## config.mk

```make
export PLATFORM = sky130hd
export DESIGN_NAME = signed_int_to_decimal_ascii_core
export DESIGN_NICKNAME = d
export VERILOG_FILES = /design/src/rtl/sitda_pkg.sv /design/src/rtl/sitda_dpath.sv /design/src/rtl/sitda_ctrl.sv /design/src/rtl/signed_int_to_decimal_ascii_core.sv
export VERILOG_INCLUDE_DIRS = /design/src /design/src/rtl
export SDC_FILE = /design/constraint.sdc
export NUM_CORES = 1
export LEC_CHECK = 0
export ABC_AREA = 1
export BUFFER_PORTS_ARGS = -buffer_cell sky130_fd_sc_hd__buf_2
export CORE_UTILIZATION = 33
export CTS_CLUSTER_SIZE = 16
export DETAILED_ROUTE_END_ITERATION = 12
export PLACE_DENSITY = 0.49
export RECOVER_POWER = 100
export SLEW_MARGIN = 10
export SYNTH_ARGS = -nofsm -noshare
export SYNTH_HDL_FRONTEND = slang
export SYNTH_SLANG_ARGS = --single-unit
```

## constraint.sdc

```tcl
create_clock -name clock -period 4.7 [get_ports clock]
set_clock_uncertainty 0.05 [all_clocks]
set_input_delay 0.705 -clock clock [delete_from_list [all_inputs] [get_ports clock]]
set_output_delay 0.705 -clock clock [all_outputs]
set_load 0.1 [all_outputs]
```

## src/rtl/signed_int_to_decimal_ascii_core_defines.svh

```systemverilog
// ----------------------------------------------------------------------------
// signed_int_to_decimal_ascii_core_defines.svh
// Assertion macros used by the sequencer of the signed integer to ASCII core.
// ----------------------------------------------------------------------------
`ifndef SIGNED_INT_TO_DECIMAL_ASCII_CORE_DEFINES_SVH
`define SIGNED_INT_TO_DECIMAL_ASCII_CORE_DEFINES_SVH

// Clocked implication check, disabled during reset
`define SITDA_ASSERT_IMP(label, ante, cons, msg) \
   label: assert property (@(posedge clock) disable iff (reset) (ante) |-> (cons)) \
      else $error(msg);

// Clocked next-cycle implication check, disabled during reset
`define SITDA_ASSERT_NEXT(label, ante, cons, msg) \
   label: assert property (@(posedge clock) disable iff (reset) (ante) |=> (cons)) \
      else $error(msg);

`endif

```

## src/rtl/sitda_pkg.sv

```systemverilog
// ----------------------------------------------------------------------------
// sitda_pkg
// Types, constants and helpers shared by the integer to ASCII core.
// ----------------------------------------------------------------------------
package sitda_pkg;

   // Default integer width
   localparam int VALUE_WIDTH_DEF = 32;

   // ASCII codes
   localparam logic [6:0] CHAR_ZERO  = 7'd48;
   localparam logic [6:0] CHAR_MINUS = 7'd45;

   // Output character width
   localparam int CHAR_WIDTH = 7;

   // Decimal digits needed for any value below 2**w: floor(w*log10(2)) + 1
   function automatic int num_digits(input int w);
      return ((w * 1233) >> 12) + 1;
   endfunction

   // Controller to datapath commands
   typedef struct packed {
      logic load;
      logic conv_step;
      logic emit_sign;
      logic emit_digit;
   } cmd_type;

   // Datapath to controller status
   typedef struct packed {
      logic conv_done;
      logic negative;
      logic digit_last;
      logic out_free;
   } stat_type;

endpackage

```

## src/rtl/sitda_dpath.sv

```systemverilog
// ----------------------------------------------------------------------------
// sitda_dpath
// Magnitude, shift-and-add-3 binary to BCD register, digit emitter and
// output register.
// ----------------------------------------------------------------------------
module sitda_dpath
   import sitda_pkg::*;
#(
   parameter int VALUE_WIDTH = VALUE_WIDTH_DEF
) (
   input  logic                   clock,
   input  logic                   reset,
   input  logic [VALUE_WIDTH-1:0] value,
   input  cmd_type                cmd,
   output stat_type               stat,
   input  logic                   rsp_ready,
   output logic                   rsp_valid,
   output logic [CHAR_WIDTH-1:0]  rsp_char,
   output logic                   rsp_last
);

   localparam int NUM_DIGITS = num_digits(VALUE_WIDTH);
   localparam int BCD_WIDTH  = 4 * NUM_DIGITS;
   localparam int CONV_CNT_W = $clog2(VALUE_WIDTH);
   localparam int DIG_CNT_W  = $clog2(NUM_DIGITS);

   logic [VALUE_WIDTH-1:0] bin_ff, bin_in;
   logic [BCD_WIDTH-1:0]   bcd_ff, bcd_in;
   logic [BCD_WIDTH-1:0]   bcd_adj;
   logic                   neg_ff, neg_in;
   logic                   started_ff, started_in;
   logic [CONV_CNT_W-1:0]  conv_cnt_ff, conv_cnt_in;
   logic [DIG_CNT_W-1:0]   dig_cnt_ff, dig_cnt_in;
   logic                   rsp_valid_ff, rsp_valid_in;
   logic [CHAR_WIDTH-1:0]  rsp_char_ff, rsp_char_in;
   logic                   rsp_last_ff, rsp_last_in;

   logic [VALUE_WIDTH-1:0] mag;
   logic [3:0]             top_digit;
   logic                   digit_last;
   logic                   skip;
   logic                   out_free;
   logic                   out_write;

   // Magnitude in unsigned arithmetic; most negative value wraps to 2**(W-1)
   assign mag = value[VALUE_WIDTH-1] ? (~value + VALUE_WIDTH'(1)) : value;

   // Add 3 to every BCD digit of 5 or more before the shift
   always_comb begin
      for (int i = 0; i < NUM_DIGITS; i++) begin
         if (bcd_ff[4*i +: 4] >= 4'd5) begin
            bcd_adj[4*i +: 4] = bcd_ff[4*i +: 4] + 4'd3;
         end else begin
            bcd_adj[4*i +: 4] = bcd_ff[4*i +: 4];
         end
      end
   end

   // Digit emitter: leading zeros are dropped, the units digit always goes out
   assign top_digit  = bcd_ff[BCD_WIDTH-1 -: 4];
   assign digit_last = (dig_cnt_ff == DIG_CNT_W'(NUM_DIGITS - 1));
   assign skip       = !started_ff && (top_digit == 4'd0) && !digit_last;
   assign out_free   = !rsp_valid_ff || rsp_ready;
   assign out_write  = cmd.emit_sign || (cmd.emit_digit && !skip);

   // Next-state logic
   always_comb begin
      bin_in      = bin_ff;
      bcd_in      = bcd_ff;
      neg_in      = neg_ff;
      started_in  = started_ff;
      conv_cnt_in = conv_cnt_ff;
      dig_cnt_in  = dig_cnt_ff;
      rsp_char_in = rsp_char_ff;
      rsp_last_in = rsp_last_ff;

      if (cmd.load) begin
         bin_in      = mag;
         bcd_in      = '0;
         neg_in      = value[VALUE_WIDTH-1];
         started_in  = 1'b0;
         conv_cnt_in = '0;
         dig_cnt_in  = '0;
      end

      if (cmd.conv_step) begin
         {bcd_in, bin_in} = {bcd_adj[BCD_WIDTH-2:0], bin_ff, 1'b0};
         conv_cnt_in      = conv_cnt_ff + CONV_CNT_W'(1);
      end

      if (cmd.emit_sign) begin
         rsp_char_in = CHAR_MINUS;
         rsp_last_in = 1'b0;
      end

      if (cmd.emit_digit) begin
         bcd_in     = {bcd_ff[BCD_WIDTH-5:0], 4'd0};
         dig_cnt_in = dig_cnt_ff + DIG_CNT_W'(1);
         if (!skip) begin
            rsp_char_in = CHAR_ZERO + {3'd0, top_digit};
            rsp_last_in = digit_last;
            started_in  = 1'b1;
         end
      end

      if (out_write) begin
         rsp_valid_in = 1'b1;
      end else if (rsp_ready) begin
         rsp_valid_in = 1'b0;
      end else begin
         rsp_valid_in = rsp_valid_ff;
      end
   end

   // Control registers
   always_ff @(posedge clock) begin
      if (reset) begin
         rsp_valid_ff <= 1'b0;
         started_ff   <= 1'b0;
         conv_cnt_ff  <= '0;
         dig_cnt_ff   <= '0;
         neg_ff       <= 1'b0;
      end else begin
         rsp_valid_ff <= rsp_valid_in;
         started_ff   <= started_in;
         conv_cnt_ff  <= conv_cnt_in;
         dig_cnt_ff   <= dig_cnt_in;
         neg_ff       <= neg_in;
      end
   end

   // Payload registers
   always_ff @(posedge clock) begin
      bin_ff      <= bin_in;
      bcd_ff      <= bcd_in;
      rsp_char_ff <= rsp_char_in;
      rsp_last_ff <= rsp_last_in;
   end

   assign stat.conv_done  = (conv_cnt_ff == CONV_CNT_W'(VALUE_WIDTH - 1));
   assign stat.negative   = neg_ff;
   assign stat.digit_last = digit_last;
   assign stat.out_free   = out_free;

   assign rsp_valid = rsp_valid_ff;
   assign rsp_char  = rsp_char_ff;
   assign rsp_last  = rsp_last_ff;

endmodule

```

## src/rtl/sitda_ctrl.sv

```systemverilog
// ----------------------------------------------------------------------------
// sitda_ctrl
// Sequencer: load, bit-serial conversion, sign if negative, then digit emission.
// ----------------------------------------------------------------------------
`include "signed_int_to_decimal_ascii_core_defines.svh"

module sitda_ctrl
   import sitda_pkg::*;
(
   input  logic     clock,
   input  logic     reset,
   input  logic     req_valid,
   output logic     req_ready,
   input  stat_type stat,
   output cmd_type  cmd
);

   localparam logic [1:0] ST_IDLE = 2'd0;
   localparam logic [1:0] ST_CONV = 2'd1;
   localparam logic [1:0] ST_SIGN = 2'd2;
   localparam logic [1:0] ST_EMIT = 2'd3;

   logic [1:0] state_ff, state_in;

   // State transitions and commands
   always_comb begin
      state_in       = state_ff;
      cmd            = '0;
      case (state_ff)
         ST_IDLE: begin
            if (req_valid) begin
               cmd.load = 1'b1;
               state_in = ST_CONV;
            end
         end
         ST_CONV: begin
            cmd.conv_step = 1'b1;
            if (stat.conv_done) begin
               state_in = stat.negative ? ST_SIGN : ST_EMIT;
            end
         end
         ST_SIGN: begin
            if (stat.out_free) begin
               cmd.emit_sign = 1'b1;
               state_in      = ST_EMIT;
            end
         end
         ST_EMIT: begin
            if (stat.out_free) begin
               cmd.emit_digit = 1'b1;
               if (stat.digit_last) begin
                  state_in = ST_IDLE;
               end
            end
         end
         default: begin
            state_in = ST_IDLE;
         end
      endcase
   end

   always_ff @(posedge clock) begin
      if (reset) begin
         state_ff <= ST_IDLE;
      end else begin
         state_ff <= state_in;
      end
   end

   assign req_ready = (state_ff == ST_IDLE);

   // Checks
   `SITDA_ASSERT_NEXT(a_load_starts_conv, cmd.load, state_ff == ST_CONV,
      "load did not start conversion")
   `SITDA_ASSERT_NEXT(a_last_digit_idles, cmd.emit_digit && stat.digit_last,
      state_ff == ST_IDLE, "last digit did not return to idle")
   `SITDA_ASSERT_IMP(a_one_command, 1'b1,
      $onehot0({cmd.load, cmd.conv_step, cmd.emit_sign, cmd.emit_digit}),
      "more than one command at once")
   `SITDA_ASSERT_IMP(a_emit_needs_slot, cmd.emit_sign || cmd.emit_digit, stat.out_free,
      "character issued with output register full")

endmodule

```

## src/rtl/signed_int_to_decimal_ascii_core.sv

```systemverilog
// ----------------------------------------------------------------------------
// signed_int_to_decimal_ascii_core
// Converts a signed two's complement integer to its decimal ASCII text,
// one character per output item, most significant first, sign leading.
//
//   Channel   Dir   Payload                          Handshake
//   req_*     in    tdata: value                     tvalid/tready
//   rsp_*     out   tdata: char_code, tlast: last    tvalid/tready
//
// NUM_DIGITS is floor(VALUE_WIDTH*log10(2)) + 1. The shift-and-add-3 BCD register
// takes one input bit per cycle, then the emitter scans one BCD digit per cycle
// while the output register is free, dropping leading zeros; a minus sign goes
// out before the digits of a negative value.
// Reset is synchronous and returns the sequencer to idle, output empty.
// rsp_tready low holds the emitter; the next item is taken while the last
// character still waits in the output register.
// ----------------------------------------------------------------------------
module signed_int_to_decimal_ascii_core
   import sitda_pkg::*;
#(
   parameter  int VALUE_WIDTH    = VALUE_WIDTH_DEF,
   localparam int REQ_DATA_WIDTH = ((VALUE_WIDTH + 7) / 8) * 8
) (
   input  logic                      clock,
   input  logic                      reset,
   input  logic                      req_tvalid,
   output logic                      req_tready,
   input  logic [REQ_DATA_WIDTH-1:0] req_tdata,   // [VALUE_WIDTH-1:0] value
   output logic                      rsp_tvalid,
   input  logic                      rsp_tready,
   output logic [7:0]                rsp_tdata,   // [6:0] char_code
   output logic                      rsp_tlast
);

   cmd_type               cmd;
   stat_type              stat;
   logic [CHAR_WIDTH-1:0] rsp_char;

   // Sequencer
   sitda_ctrl u_ctrl (
      .clock     (clock),
      .reset     (reset),
      .req_valid (req_tvalid),
      .req_ready (req_tready),
      .stat      (stat),
      .cmd       (cmd)
   );

   // Conversion datapath
   sitda_dpath #(
      .VALUE_WIDTH (VALUE_WIDTH)
   ) u_dpath (
      .clock     (clock),
      .reset     (reset),
      .value     (req_tdata[VALUE_WIDTH-1:0]),
      .cmd       (cmd),
      .stat      (stat),
      .rsp_ready (rsp_tready),
      .rsp_valid (rsp_tvalid),
      .rsp_char  (rsp_char),
      .rsp_last  (rsp_tlast)
   );

   assign rsp_tdata = {1'b0, rsp_char};

endmodule

```

Word-level counts from Yosys, hierarchy flattened
Cells that the tools add are included.

Flip-flop bits (word level): 94. Input port bits: 36. Word-level logic and storage cells: 107.

Add/sub/neg operators: 14. Order comparisons: 10. Equal/unequal tests: 10. Muxes and demuxes: 44. Bitwise logic cells: 1. Reduce and logical (&&, ||, !) cells: 16.

Operators with widths (count): 40-bit two-way mux (3); 32-bit two-way mux (3); 4-bit two-way mux (11); 4-bit by 3-bit >= comparator with 1-bit output, second input constant (10); 4-bit by 2-bit adder with 4-bit output, second input constant (9); 32-bit by 1-bit adder with 32-bit output, second input constant (1); 32-bit inverter (1); 7-bit two-way mux (3); 1-bit two-way mux (15); 2-bit two-way mux (5); 5-bit two-way mux (2); 2-bit case mux with 4 select lines (1); 6-bit by 4-bit adder with 7-bit output, first input constant (1); 2-bit by 1-bit != test with 1-bit output, second input constant (3); 2-bit nonzero test (3); 5-bit by 1-bit adder with 5-bit output, second input constant (1); 5-bit == test, second input constant (1); 5-bit AND reduction (1); 4-bit by 1-bit adder with 4-bit output, second input constant (1); 2-bit == test, second input constant (2); 4-bit == test, second input constant (1); 1-bit logical NOT (4); 4-bit logical NOT (1); 2-bit != test, second input constant (2); 7 further kinds (10).

Depth between registers and ports, before layout
Gate-level depths: netlist of run 1.

Word-level depth: 7. Depth in mapped cells: 10. Mapped depth without buffers: 10.

By module
A second synthesis of run 1 with hierarchy kept.

Cells, all modules: 733. Area total of the unflattened synthesis: 5815.6 um^2.

Modules (own cells, without submodules): sitda_dpath (instances 1, cells each 686, area each 5542.8 um^2); sitda_ctrl (instances 1, cells each 45, area each 261.5 um^2); signed_int_to_decimal_ascii_core (instances 1, cells each 2, area each 11.3 um^2).

Worst setup path before layout of run 1
Ideal clock, no wire load.

Path type: register -> register. Start: register u_ctrl.state_ff[0]. End: register u_dpath.bcd_ff[10], enable pin. Setup time: 0.397 ns. Arrival time: 2.504 ns. Required time: 4.253 ns. Path slack: 1.750 ns. Cell stages (with the launch flop): 7. Path buffers: 0. Period minus slack after synthesis: 2.950 ns. Path through: dfxtp_1 -> inv_1 -> ha_1 -> nand2_1 -> inv_1 -> nor2_1 -> nand2_1.

Cells in the longest elaborated chain, start to end: 3.

RTL lines: start, declared (RTL line sitda_ctrl.sv:23) `logic [1:0] state_ff, state_in;`; start signal, assigned (RTL line sitda_ctrl.sv:66) `state_ff <= state_in;`; 2-bit logical NOT; via req_tready (RTL line signed_int_to_decimal_ascii_core.sv:27) `output logic req_tready,`; 1-bit two-way mux (RTL line sitda_ctrl.sv:29) `case (state_ff)`; 3-bit nonzero test (no source line); end signal, assigned (RTL line sitda_dpath.sv:135) `bcd_ff <= bcd_in;`; end, declared (RTL line sitda_dpath.sv:28) `logic [BCD_WIDTH-1:0] bcd_ff, bcd_in;`.

The timed path passes the listed nets, and every way through them passes these cells. A chain may end at the register's enable or synchronous reset.

Worst setup path in the final report of run 1
Start: register u_ctrl.state_ff[0]. End: register u_dpath.bcd_ff[16], data pin.

Cells in the longest elaborated chain, start to end: 4.

RTL lines: 2-bit by 1-bit == test with 1-bit output (RTL line sitda_ctrl.sv:29); 1-bit two-way mux (RTL line sitda_ctrl.sv:29); 40-bit two-way mux (RTL line sitda_dpath.sv:86) `if (cmd.conv_step) begin`; 40-bit two-way mux (*) (RTL line sitda_dpath.sv:96) `if (cmd.emit_digit) begin`; via u_dpath.bcd_in[16] (RTL line sitda_dpath.sv:28).

The timed path passes the listed nets; every way through them passes the cells marked *.

==> qor.csv, run 1 <==
stage,metric,value,unit
timing,Final period util,0.724,
timing,post-route setup slack,1300,ps
timing,Max Slew Vio Count,34,
clock_tree,cts repair resizes,0,
logic_synthesis,Mapped Area,5880,um^2
global_routing,gr ovfl total,0,
clock_tree,CTS Buffer Depth,2,
cells_and_area,layout cells sized above 1,0.0907,
logic_synthesis,Post-Syn Nets,795,
critical_path,Crit. End Element,flop,
logic_synthesis,largest cells by area after synthesis,"edfxtp_1 (34%), nand2_1 (9.3%), dfxtp_1 (9.2%), inv_1 (7.5%), ha_1 (6.6%)",
critical_path,worst-path fanout max,41,
logic_synthesis,"area leader, netlist",edfxtp_1,
timing,Final TNS setup,0,ps
floorplan,I/O pin count,47,
global_routing,met1 GRT Util,0.196,
critical_path,Crit Path Class,reg2reg,
critical_path,origin of the critical flop-to-flop path,u_ctrl.state_ff[0],
status,status,"complete, but fails checks",
timing,fmax,0.294,GHz
clock_tree,hold buffer count at CTS,0,
critical_path,Worst Setup EP,u_dpath.bcd_ff[16],
cells_and_area,diode count,0,
logic_synthesis,post-synthesis cell type count,39,
placement,placed wire-length estimate,9.48,mm
clock_tree,Root Driver,clkbuf_16,
logic_synthesis,syn_area_per_cell,8.08,um^2
clock_tree,H-tree levels,3,
critical_path,critical path arrival,3500,ps
global_routing,GRT Overall Usage,0.155,
logic_synthesis,"Seq/Total Area, Yosys",0.434,
drt,via/cell ratio,4.89,
global_routing,met2 Use GR,0.255,
clock_tree,clk slew on worst S/H paths,70,ps
placement,Buffers on Ports,45,
global_routing,gr busiest metal,met2,
critical_path,Worst path slowest cell,inv_1,
status,failing checks,"capacitance limit, slew limit",
floorplan,Die H,136,um
critical_path,WP buf/inv,2,
pwr,maximum VDD drop,0.000263,V
global_routing,initial antenna violation count,0,
critical_path,critical path required time,4790,ps
critical_path,worst reg2reg endpoint,u_dpath.bcd_ff[16],
timing,Final Hold Viols,0,
critical_path,"critical path, cell by cell","ha_1, inv_1, nor2_1, inv_1, nand2_2, o32ai_1",
logic_synthesis,Ys Warns,0,
clock_tree,CTS tree,done,
critical_path,"delay-heaviest family, CP",buffers and inverters,
drt,TritonRoute pass-1 iters,5,
timing,RSZ-0062 raised after global routing,no,
drt,post-route antenna net violation count,0,
timing,min cycle time layout,3400,ps
global_routing,vias in the first global route,4721,
critical_path,CP Depth,6,
cells_and_area,Final nets,835,
critical_path,max incr delay on CP,1000,ps
clock_tree,# Post-CTS Setup Buffers,0,
floorplan,Die ar.,18400,um^2
global_routing,largest net degree at the start of global routing,42,
drt,DRT Wirelength,13.4,mm
pwr,PwrDens,604,nW/um^2
drt,drt drc,0,
clock_tree,clock buffer count from CTS,9,
pwr,Lkg Pwr,2.80,nW
floorplan,Floorplan Core Area,17400,um^2
critical_path,critical path startpoint category,flop,
floorplan,Cell Rows,48,
drt,vias,4877,
logic_synthesis,"FF+latch count, synth",94,
global_routing,GR Util met3,0.0340,
logic_synthesis,post-synth top area share,0.342,
timing,Setup Viol. Count Final,0,
critical_path,cells on worst reg2reg path,6,
placement,final RePlAce weighted congestion,0.866,
global_routing,first-pass GRT wire length,22.4,mm
floorplan,initial cell density of the core,0.339,
drt,first-iteration detailed-routing DRC count,272,
floorplan,Die X,136,um
placement,"worst slack, placed",1630,ps
timing,Slew @ Worst Pin,1860,ps
timing,Max-slew headroom,-0.239,
run,max-capacitance violation count,1,
critical_path,Reg2Reg Setup Slack,1300,ps
critical_path,Critical Path Source,u_ctrl.state_ff[0],
cells_and_area,area growth from synthesis to layout,11.4,%
logic_synthesis,cell count after synthesis,728,
clock_tree,clk_lat worst skew,350,ps
critical_path,cell repeated most along the worst path,inv_1,
drt,drt wl/cell,13.4,um
clock_tree,CTS sink cnt,94,
worst_hold_path,min-delay worst type,reg2reg,
-- layer usage --
metal  part of all wire  wire length, um  vias up
li1                   -                -     2516
met1               0.49             6610     2283
met2               0.47             6240       68
met3              0.024              319       10
met4              0.014              185        0
met5                  0                0        -
-- sequential cells by signal, indices dropped and copies added (netlist names) --
name,count
u_dpath.started_ff,1
u_dpath.neg_ff,1
u_dpath.bin_ff,32
u_ctrl.state_ff,2
u_dpath.conv_cnt_ff,5
u_dpath.bcd_ff,40
u_dpath.rsp_last,1
u_dpath.rsp_char,7
u_dpath.rsp_valid,1
u_dpath.dig_cnt_ff,4
-- where the power goes --
| group | switching, mW | leakage, nW | internal, mW |
|---|---|---|---|
| Clock | 0.311 | 0.164 | 0.473 |
| Sequential | 0.199 | 0.898 | 1.38 |
| Combinational | 1.13 | 1.74 | 0.469 |
-- synth_stat cells, drive strengths merged --
cell and instances:
ha 31, nand3 52, inv 121, a31oi 2, edfxtp 67, xor2 16, o211ai 1, a211oi 1
o32ai 22, clkbuf 6, nand3b 1, o22a 3, nand4 9, conb 1, o22ai 19, or2 1
dfxtp 27, nor2 79, o21ai 68, buf 13, and2 1, a21oi 26, o21a 1, nor3 6
nand2 154
-- placed cells by master, fill, tap and decap left out, drive strengths merged, types with 3 or more instances in the layout --
cell type    n
a21oi       26
buf         36
clkbuf      26
dfxtp       27
edfxtp      67
ha          31
inv        121
nand2      154
nand3       52
nand4        9
nor2        79
nor3         6
o21ai       68
o22a         3
o22ai       19
o32ai       22
xor2        16
-- through the flow --
step / utilization / power [mW] / std cells / hold WS, ps / instance area [um^2]
2_1_floorplan: - / 2.84 / 728 / 386 / 5880
3_3_place_gp: 0.362 / 3.18 / 982 / 365 / 6290
3_5_place_dp: 0.362 / 3.23 / 982 / 378 / 6290
4_1_cts: 0.381 / 4.04 / 997 / 389 / 6610
5_1_grt: 0.378 / 4.31 / 997 / 424 / 6560
6_report: 0.378 / 3.96 / 997 / 384 / 6560
-- worst min-delay path: stages, from the launching register on --
cell and delay (ps):
dfxtp_1 310, inv_1 50, nor2_1 40
-- worst min path at each step --
| stage | startpoint | endpoint | slack, ps | cells after the start |
|---|---|---|---|---|
| 2_1_floorplan | u_dpath.conv_cnt_ff[3] | u_dpath.conv_cnt_ff[3] | 390 | 1 |
| 3_3_place_gp | u_dpath.rsp_char[6] | u_dpath.rsp_char[6] | 360 | 2 |
| 3_5_place_dp | u_dpath.rsp_char[6] | u_dpath.rsp_char[6] | 380 | 2 |
| 4_1_cts | u_dpath.rsp_char[6] | u_dpath.rsp_char[6] | 390 | 2 |
| 5_1_grt | u_dpath.rsp_char[5] | u_dpath.rsp_char[5] | 420 | 1 |
| 6_report | u_dpath.rsp_char[6] | u_dpath.rsp_char[6] | 380 | 2 |
-- logic make-up after synthesis --
| logic type | synth area share |
|---|---|
| AO/OA/AOI/OAI | 0.150 |
| XOR/XNOR | 0.0238 |
| adder cells (fa/ha/maj) | 0.0659 |
| buffers and inverters | 0.0989 |
| flip-flops | 0.434 |
| other | 0.000637 |
| AND/OR/NAND/NOR | 0.227 |
-- area by class of cell --
class / count / area, um^2
clock inverters: 1 / 5.00
multi-input cells: 494 / 2710
flip-flops and latches: 94 / 2550
fillers: 1820 / 10800
inverters: 121 / 454
well taps: 225 / 282
clock buffers: 14 / 322
repair buffers: 48 / 230
(Power assumes the default switching activity.)
==> run 2, diff against run 1 <==
ABC_AREA = 0   (was 1)
PLACE_DENSITY = 0.51   (was 0.49)
clock period = 3.1 ns   (was 4.7 ns; I/O delays follow)
==> qor.csv, run 2 <==
stage,metric,value,unit
placement,"worst slack, placed",305,ps
global_routing,GR Util met3,0.0375,
clock_tree,H-tree levels,3,
global_routing,vias in the first global route,4615,
logic_synthesis,Mapped Area,5800,um^2
logic_synthesis,Synth top cells by count,"edfxtp_1 (67), nand2_1 (53), o21ai_0 (45), inv_1 (32)",
clock_tree,CTS tree,done,
drt,post-route antenna net violation count,0,
timing,fmax,0.389,GHz
pwr,Gate power share,0.439,
clock_tree,CTS sink cnt,94,
worst_hold_path,min-delay worst type,in2reg,
logic_synthesis,Ys Warns,0,
timing,Final Hold Viols,0,
logic_synthesis,"area leader, netlist",edfxtp_1,
pwr,Switch Pwr,2.76,mW
pwr,Clk pwr share,0.182,
clock_tree,clk slew on worst S/H paths,70,ps
timing,Max-slew headroom,0.218,
run,max-capacitance violation count,0,
global_routing,gr ovfl total,0,
logic_synthesis,top_reg_cell synth,edfxtp_1,
clock_tree,CTS Buffer Depth,2,
drt,DRT Wirelength,13.7,mm
floorplan,Floorplan Core Area,17200,um^2
drt,via/cell ratio,5.47,
logic_synthesis,syn_area_per_cell,9.68,um^2
cells_and_area,diode count,0,
pwr,Lkg Pwr,2.35,nW
cells_and_area,"commonest non-fill, non-tap cells in the layout","edfxtp_1 (67), nand2_1 (53), o21ai_0 (45)",
cells_and_area,filler instances,1740,
cells_and_area,most flop-heavy register,u_dpath.bcd_ff,
timing,RSZ-0062 raised after global routing,no,
drt,first-iteration detailed-routing DRC count,320,
global_routing,gr busiest metal,met2,
clock_tree,clk_lat worst skew,350,ps
cells_and_area,Finished Cell Area,6570,um^2
critical_path,worst-path fanout max,13,
cells_and_area,layout cells sized above 1,0.114,
logic_synthesis,Post-synth EDFFs,67,
pwr,Power Internal,3.84,mW
critical_path,critical path startpoint category,flop,
global_routing,met2 Use GR,0.255,
placement,final RePlAce weighted congestion,0.805,
pwr,PwrDens,1000,nW/um^2
cells_and_area,Largest register FFs,40,
cells_and_area,"commonest non-fill, non-tap cell in the layout",edfxtp_1,
pwr,Switching Share,0.418,
status,status,finished clean,
logic_synthesis,ys async rst share,0,
placement,placed cell area,6310,um^2
placement,Buffers on Ports,45,
timing,min cycle time layout,2570,ps
cells_and_area,Final nets,701,
floorplan,Die X,135,um
global_routing,GRT Overall Usage,0.157,
floorplan,Die ar.,18100,um^2
drt,drt wl/cell,15.9,um
global_routing,first-pass GRT wire length,22.7,mm
logic_synthesis,"FF+latch count, synth",94,
pwr,maximum VDD drop,0.000542,V
drt,drt drc,0,
drt,TritonRoute pass-1 iters,5,
timing,post-route setup slack,530,ps
logic_synthesis,"Seq/Total Area, Yosys",0.440,
global_routing,largest net degree at the start of global routing,42,
drt,vias,4728,
clock_tree,Root Driver,clkbuf_16,
critical_path,Crit. End Element,flop,
critical_path,critical path arrival,2740,ps
cells_and_area,area growth from synthesis to layout,13.3,%
placement,placed wire-length estimate,9.33,mm
floorplan,Die H,135,um
logic_synthesis,post-synthesis cell type count,63,
timing,Final TNS setup,0,ps
logic_synthesis,Post-Syn Nets,666,
floorplan,Cell Rows,48,
timing,Final period util,0.829,
logic_synthesis,largest cells by area after synthesis,"edfxtp_1 (35%), dfxtp_1 (9.3%), ha_1 (6.7%), o21ai_0 (3.9%), nand2_1 (3.4%)",
global_routing,initial antenna violation count,0,
floorplan,I/O pin count,47,
floorplan,initial cell density of the core,0.336,
timing,Max Slew Vio Count,0,
logic_synthesis,post-synth top area share,0.347,
pwr,part of the power in registers,0.380,
timing,Slew @ Worst Pin,1180,ps
critical_path,critical path required time,3270,ps
clock_tree,hold buffer count at CTS,0,
clock_tree,# Post-CTS Setup Buffers,0,
timing,Setup Viol. Count Final,0,
clock_tree,cts repair resizes,0,
global_routing,met1 GRT Util,0.206,
clock_tree,clock buffer count from CTS,9,
critical_path,Crit Path Class,reg2reg,
logic_synthesis,cell with the most instances after synthesis,edfxtp_1,
logic_synthesis,cell count after synthesis,599,
==> run 2: changes by cell type in the layout (fill, tap and decap cells not counted), sizes merged, moves of 11 or more <==
cell,before,now
inv,121,30
o32ai,22,4
xnor2,0,11
nand3,52,19
nand2,154,53
nor2,79,19
o31ai,0,13
nand2b,0,15
a22o,0,15
o21ai,68,45
or4,0,12
==> run 2: final cells by class <==
type	instances	area (um^2)	share of cell area
Timing Repair Buffer	61	307	0.0467
Sequential cell	94	2550	0.389
Clock inverter	6	86.3	0.0131
Inverter	32	128	0.0194
Multi-Input combinational cell	436	2980	0.454
Tap cell	225	282	0.0429
Clock buffer	10	229	0.0349
==> run 2: kinds of logic (layout without fill, tap and decap cells) <==
logic type / count (synthesis) / after routing / synth area share
XOR/XNOR: 29 / 29 / 0.0438
buffers and inverters: 69 / 109 / 0.0462
flip-flops: 94 / 94 / 0.440
AO/OA/AOI/OAI: 175 / 175 / 0.205
adder cells (fa/ha/maj): 31 / 31 / 0.0669
other: 1 / 1 / 0.000647
multiplexers: 12 / 12 / 0.0216
AND/OR/NAND/NOR: 188 / 188 / 0.175
==> run 2: power groups by stage <==
| stage | combinational, mW | clock (mW) | sequential (mW) |
|---|---|---|---|
| final | 2.90 | 1.20 | 2.51 |
| after global routing | 3.23 | 1.28 | 2.59 |
| after CTS | 2.99 | 1.23 | 2.50 |
| after detailed placement | 2.98 | 0 | 2.52 |
| after global placement | 2.90 | 0 | 2.51 |
| after floorplan | 2.04 | 0 | 2.69 |
==> run 2: stage by stage <==
step           total power [mW]  std cells  hold WS [ps]  utilization
2_1_floorplan              4.73        599           374            -
5_1_grt                    7.10        864           345        0.381
6_report                   6.60        864           338        0.381
4_1_cts                    6.73        864           331        0.384
3_5_place_dp               5.50        848           393        0.366
3_3_place_gp               5.41        848           375        0.366
==> run 2: worst paths after layout <==
check / start / endpoint / slack, ps / cells after the start
worst max-delay path: u_ctrl.state_ff[1] / u_dpath.bcd_ff[30] / 530 / 7
worst min register to register: u_dpath.rsp_char[4] / u_dpath.rsp_char[4] / 400 / 2
worst min-delay path: req_tdata[0] / u_dpath.bin_ff[0] / 340 / 3
worst max register to register: u_ctrl.state_ff[1] / u_dpath.bcd_ff[30] / 530 / 7
==> run 2: per-layer routing <==
metal / up-vias / share of wire / wire, um
li1: 2343 / - / -
met4: 0 / 0.010 / 139
met5: - / 0 / 0
met1: 2280 / 0.48 / 6580
met3: 12 / 0.042 / 575
met2: 93 / 0.47 / 6410
==> run 2: worst max-delay path, stage by stage (launching register included) <==
cell      delay [ps]
dfxtp_1          340
inv_1            110
ha_1             470
buf_4            290
inv_1             50
clkbuf_1         270
nor2_1           620
a22o_1           230
